===== config.mk =====
export PLATFORM = sky130hd
export DESIGN_NAME = hrc_mac
export DESIGN_NICKNAME = d
export VERILOG_FILES = /design/src/rtl/core/hrc_pkg.sv /design/src/rtl/core/hrc_mac.sv
export SDC_FILE = /design/constraint.sdc
export NUM_CORES = 2
export LEC_CHECK = 0
export ABC_AREA = 0
export BUFFER_PORTS_ARGS = -buffer_cell sky130_fd_sc_hd__buf_2
export CAP_MARGIN = 5
export CORE_UTILIZATION = 49
export CTS_CLUSTER_DIAMETER = 60
export DETAILED_ROUTE_END_ITERATION = 12
export HOLD_SLACK_MARGIN = 0.05
export PLACE_DENSITY = 0.75
export RECOVER_POWER = 25
export SYNTH_ARGS = -nofsm -noshare
export SYNTH_HDL_FRONTEND = slang
export SYNTH_SLANG_ARGS = --single-unit

===== constraint.sdc =====
create_clock -name clk -period 3 [get_ports clk]
set_clock_uncertainty 0.15 [all_clocks]
set_input_delay 0.15 -clock clk [delete_from_list [all_inputs] [get_ports clk]]
set_output_delay 0.15 -clock clk [all_outputs]
set_load 0.005 [all_outputs]

===== src/rtl/core/hrc_pkg.sv =====
// hrc_pkg: shared types, constants and helpers of the transform composer
// depends on nothing; imported by hierarchy_transform_compose and hrc_mac
package hrc_pkg;

    localparam int NODES_DEF = 256;
    localparam int FRAC_DEF  = 16;
    localparam int CNT_W     = 9;

    localparam logic [15:0] NO_PARENT = 16'hFFFF;

    localparam logic [3:0] SEL_POS0   = 4'd9;
    localparam logic [3:0] SEL_PARENT = 4'd12;
    localparam logic [3:0] ELEM_LAST  = 4'd11;

    localparam logic       ACT_WRITE = 1'b0;
    localparam logic       ACT_QUERY = 1'b1;

    localparam logic [2:0] ST_OK        = 3'd0;
    localparam logic [2:0] ST_ENDPOINT  = 3'd1;
    localparam logic [2:0] ST_PARENT    = 3'd2;
    localparam logic [2:0] ST_CYCLE     = 3'd3;
    localparam logic [2:0] ST_ROOTS     = 3'd4;
    localparam logic [2:0] ST_OVERFLOW  = 3'd5;

    typedef struct packed {
        logic               action;
        logic [15:0]        node_index;
        logic [15:0]        owner_index;
        logic [3:0]         word_select;
        logic signed [31:0] word_value;
    } cmd_t;

    typedef struct packed {
        logic [3:0]         element;
        logic signed [31:0] result_value;
        logic [2:0]         status;
        logic               last;
    } res_t;

    typedef struct packed {
        logic clr;
        logic mul;
        logic acc;
    } mac_ctl_t;

    typedef struct packed {
        logic [31:0] value;
        logic        ovf;
    } sat_t;

    // saturating 32-bit add or subtract
    function automatic sat_t sat_addsub(logic [31:0] a, logic [31:0] b, logic sub);
        logic signed [32:0] s;
        sat_t r;
        s = sub ? (33'(signed'(a)) - 33'(signed'(b))) : (33'(signed'(a)) + 33'(signed'(b)));
        r.ovf = (s[32] != s[31]);
        if (!r.ovf)
        begin
            r.value = s[31:0];
        end
        else if (s[32])
        begin
            r.value = 32'h8000_0000;
        end
        else
        begin
            r.value = 32'h7FFF_FFFF;
        end
        return r;
    endfunction

    // matrix entry used for output o, term t
    function automatic logic [3:0] mat_index(logic inv, logic [1:0] o, logic [1:0] t);
        logic [3:0] r;
        if (inv)
        begin
            r = 4'((2 - o) * 3 + t);
        end
        else
        begin
            r = 4'(6 - 3 * t + o);
        end
        return r;
    endfunction

    // start basis has a one on the anti-diagonal
    function automatic logic start_unit(int i);
        return (i == 2) || (i == 4) || (i == 6);
    endfunction

endpackage


===== src/rtl/core/hrc_mac.sv =====
// hrc_mac: one multiplier, three-term accumulator, round and saturate
// depends on hrc_pkg
module hrc_mac #(
    parameter int FRAC_BITS = hrc_pkg::FRAC_DEF
) (
    input  logic              clk,
    input  logic              rst_n,
    input  hrc_pkg::mac_ctl_t ctl,
    input  logic [31:0]       a,
    input  logic [31:0]       b,
    output hrc_pkg::sat_t     rnd
);
    import hrc_pkg::*;

    localparam int ACC_W = 66;

    logic signed [63:0]      prod_reg;
    logic signed [ACC_W-1:0] acc_reg;
    logic signed [ACC_W-1:0] biased;
    logic signed [ACC_W-1:0] shifted;

    always_ff @(posedge clk or negedge rst_n)
    begin
        if (!rst_n)
        begin
            acc_reg <= '0;
        end
        else if (ctl.clr)
        begin
            acc_reg <= '0;
        end
        else if (ctl.acc)
        begin
            acc_reg <= acc_reg + ACC_W'(prod_reg);
        end
    end

    always_ff @(posedge clk)
    begin
        if (ctl.mul)
        begin
            prod_reg <= signed'(a) * signed'(b);
        end
    end

    always_comb
    begin
        biased  = acc_reg + (ACC_W'(1) <<< (FRAC_BITS - 1));
        shifted = biased >>> FRAC_BITS;
        if (shifted > ACC_W'(32'sh7FFF_FFFF))
        begin
            rnd.value = 32'h7FFF_FFFF;
            rnd.ovf   = 1'b1;
        end
        else if (shifted < -ACC_W'(64'sh8000_0000))
        begin
            rnd.value = 32'h8000_0000;
            rnd.ovf   = 1'b1;
        end
        else
        begin
            rnd.value = shifted[31:0];
            rnd.ovf   = 1'b0;
        end
    end

endmodule


Word level (Yosys, flattened, before mapping)

Cells that the tools add are included.

Muxes and demuxes: 4
Reductions and logical operators: 1
Add/subtract/negate cells: 2
$lt $le $gt $ge: 2
$mul: 1

Operator list:

| cell                                                                   | count |
|---|---|
| 66-bit two-way mux                                                     | 2 |
| 66-bit by 17-bit adder with 66-bit output, second input constant       | 1 |
| 66-bit by 64-bit adder with 66-bit output                              | 1 |
| 33-bit two-way mux                                                     | 2 |
| 32-bit by 32-bit multiplier with 64-bit output                         | 1 |
| 50-bit by 32-bit > comparator with 1-bit output, second input constant | 1 |
| 50-bit by 32-bit < comparator with 1-bit output, second input constant | 1 |
| 2-bit nonzero test                                                     | 1 |

Output and inout port bits: 33
Bits in registers: 130
Logic and storage cells: 12
Input port bits: 69

Logic depth before layout (Yosys ltp)

Depth in word-level cells: 4
Gate-level depth with buffers: 29
Depth with buffers taken out: 27

Worst setup path before layout

Ideal clock, no wire load.

Path kind: input to register
Start point: in a[31]
End point: reg prod_reg[61], data pin
Arrival time: 7.566 ns
Buffers on the path: 1
Setup slack: -4.986 ns
Stages: 26
Required time: 2.580 ns
Setup time: 0.270 ns
Cell sequence: clkbuf_1 -> nand2_1 -> fa_1 -> fa_1 -> inv_1 -> fa_1 -> inv_1 -> fa_1 -> fa_1 -> inv_1 -> fa_1 -> inv_1 -> fa_1 -> inv_1 -> fa_1 -> ha_1 -> a21oi_1 -> nor2b_1 -> o21ai_0 -> nand2b_1 -> a21o_1 -> a211o_1 -> a21o_1 -> a21oi_1 -> o41ai_2 -> xor2_1

Word-level cells in the longest chain between the ends: 1

RTL lines:

| what                                           | line          | text |
|---|---|---|
| start: declaration                             | hrc_mac.sv:9  | `input logic [31:0] a,` |
| 32-bit by 32-bit multiplier with 64-bit output | hrc_mac.sv:42 | `prod_reg <= signed'(a) * signed'(b);` |
| end signal: assignment                         | hrc_mac.sv:42 |  |
| end: declaration                               | hrc_mac.sv:17 | `logic signed [63:0] prod_reg;` |

No other way between the ends.
A chain may end at the register's enable or synchronous reset.

Worst setup path in the final report

Start point: in a[13]
End point: reg prod_reg[52], data pin

The elaborated chain is that of the path after synthesis.

==> reports/metrics.cfg <==
[place]
place_ws_ps = -4950
dp_hpwl_mm = 107
gp_congestion = 0.931
portBuffers = 101

[sta]
post-route-min-period_ps = 7120
setup_ws_ps = -4120
worst_pin_slew_ps = 1550
slew_headroom = -0.0327
fmax_mhz = 140
finalMaxSlewViolations = 65
hold_violations = 0
setup_viol = 132
final.period_utilization = 2.37
grt_setup_unrepaired = yes

[drt]
dr_total_vias = 37600
drtAntennaViolNets = 0
route.detailed.drc = 0
drt-initial-drc-count = 2757
viasPerCell = 5.39
wl_mm = 133
drt-wirelength-per-cell_um = 19.1
firstDrtPassIters = 8

[floorplan]
core_area_sq_um = 93500
fp.dieH_um = 309
placementRows = 112
io_pins = 102
die_area_sq_um = 95700
dieWidth_um = 309
start_util = 0.495

[synth]
netlist_area_sq_um = 46300
synth_cell_type_count = 93
synth_area_leaders = fa_1 (47%), inv_1 (8.3%), and2_1 (7.0%)
seq_area_frac_synth = 0.0772
synth_edf_count = 64
synth-seq-cells = 130
postSynthCellCount = 4983
yosys.area.top_type = fa_1
synth-main-ff-cell = dfrtp_1
yosysWarnings = 0
synthArstFlopShare = 0.508
yosysTopAreaCellShare = 0.468
syn_nets = 6385
synth.avg_cell_area_sq_um = 9.29

[clock_tree]
cts_max_path_buffers = 2
cts-buffers-inserted = 17
root_buffer = clkbuf_16
h-tree-depth = 4
path_clk_slew_ps = 60
cts_sinks = 130
tritoncts = done
insertion_delay_ps = 450

[flow_run]
drv_cap = 1

[cells_and_area]
fin_nets = 7110
largest_reg_flops = 66
drive_gt1_frac = 0.261
syn2layout_area_growth_pct = 26.8
diodes = 0

[grt]
grt_remaining_overflow = 0
track_usage = 0.286
grt_pass1_vias = 40900
grt_max_degree = 67
grt_pass1_wl_mm = 216
grt_antenna_before_repair = 3

[critical_path]
crit_fanout = 12
path_buf_inv = 5
reg2reg_slack_ps = -550
crit_slowest_cell = fa_2
end_kind = flop
criticalPathCategory = primary input to flop
max_stage_delay_ps = 610
crit_required_ps = 3040
crit_arrival_ps = 7160
crit_family = adder cells
cpMostUsedCell = fa_1
startpoint_type = primary input

[status]
violations = capacitance limit, slew limit, setup timing
status = finished with violations

[hold_path]
hp-class = primary input to flop

## tightest hold or removal path, cell delays in order
cell and delay (ps):
buf_6 170, buf_4 200, and2_1 130
## kinds of logic (layout without fill, tap and decap cells)
kind of cell,count (synthesis),in the layout,share of synthesized area
XOR/XNOR,159,159,0.0301
flip-flops,130,130,0.0772
adder cells (fa/ha/maj),1333,1333,0.536
AO/OA/AOI/OAI,501,501,0.0735
AND/OR/NAND/NOR,1519,1519,0.166
multiplexers,47,47,0.0102
buffers and inverters,1294,2032,0.107
## routing by layer
layer | track usage | share of wire | vias to the layer above | wire [um]
met5 | 0 | 0.00029 | - | 38
met2 | 0.463 | 0.47 | 1590 | 62800
met3 | 0.0525 | 0.086 | 277 | 11500
met1 | 0.396 | 0.42 | 19200 | 55300
li1 | - | - | 16500 | -
met4 | 0.0748 | 0.028 | 6 | 3690
## placed cells by master (no fill, tap or decap), types with 63 or more instances in the layout
cell type     n
nand2_1     562
buf_6       126
ha_1        188
and2_1      478
a21o_1       82
nor2_1      120
inv_1       985
buf_4       693
fa_2         74
a21oi_1      92
buf_12       63
xnor2_1      93
fa_1       1009
edfxtp_1     64
## synth_stat cells, drive strengths merged, types with 15 or more instances
cell type / count
fa: 1083
inv: 1028
nand2: 598
and2: 517
clkbuf: 250
ha: 250
nor2: 140
a21oi: 135
o21ai: 104
xnor2: 103
a21o: 82
dfrtp: 66
edfxtp: 64
xor2: 56
nand3: 50
nand4: 46
mux2i: 44
nor2b: 42
o21bai: 31
nor3: 28
nand2b: 27
and3: 25
a211oi: 23
o21a: 20
buf: 16
o211ai: 15
## layout make-up
class                   instances  area, sq um
flip-flops and latches        130         3590
clock inverters                14          156
repair buffers                972         8940
multi-input cells            3559        40100
fillers                      7054        34800
clock buffers                  18          429
well taps                    1254         1570
inverters                    1028         3860
## what timing repair did
item                                    in CTS  in global routing
cloned                                       8                  3
setup buffers                              129                 25
endpoints found under the setup margin     131                140
endpoints found under the hold margin       79                  0
pin swaps                                  274                139
gates resized for setup                    521                154
hold buffers                                 3                  0
## path summary, 6_finish.rpt
check                            startpoint            to  depth (start not counted)
min in group asynchronous             rst_n    acc_reg[7]                          3
worst min-delay path                   a[0]   prod_reg[0]                          3
worst min register to register   acc_reg[0]    acc_reg[0]                          2
worst max-delay path                  a[13]  prod_reg[52]                         25
worst max register to register  prod_reg[0]   acc_reg[34]                         17
max in group asynchronous             rst_n   acc_reg[29]                          3
## per-stage QoR
stage	TNS, ps	std cells	hold WS, ps	utilization	instance area (sq um)
2_1_floorplan	-184370	4983	-296	-	47700
3_3_place_gp	-244400	6791	233	0.578	54000
3_5_place_dp	-257720	6791	246	0.578	54000
4_1_cts	-219760	6956	54.9	0.619	57900
5_1_grt	-242300	6975	205	0.628	58700
6_report	-220220	6975	186	0.628	58700
Power is left out: the tool's default activity adds up to more than one toggle a clock period on the data nets, which glitch-free logic cannot reach.
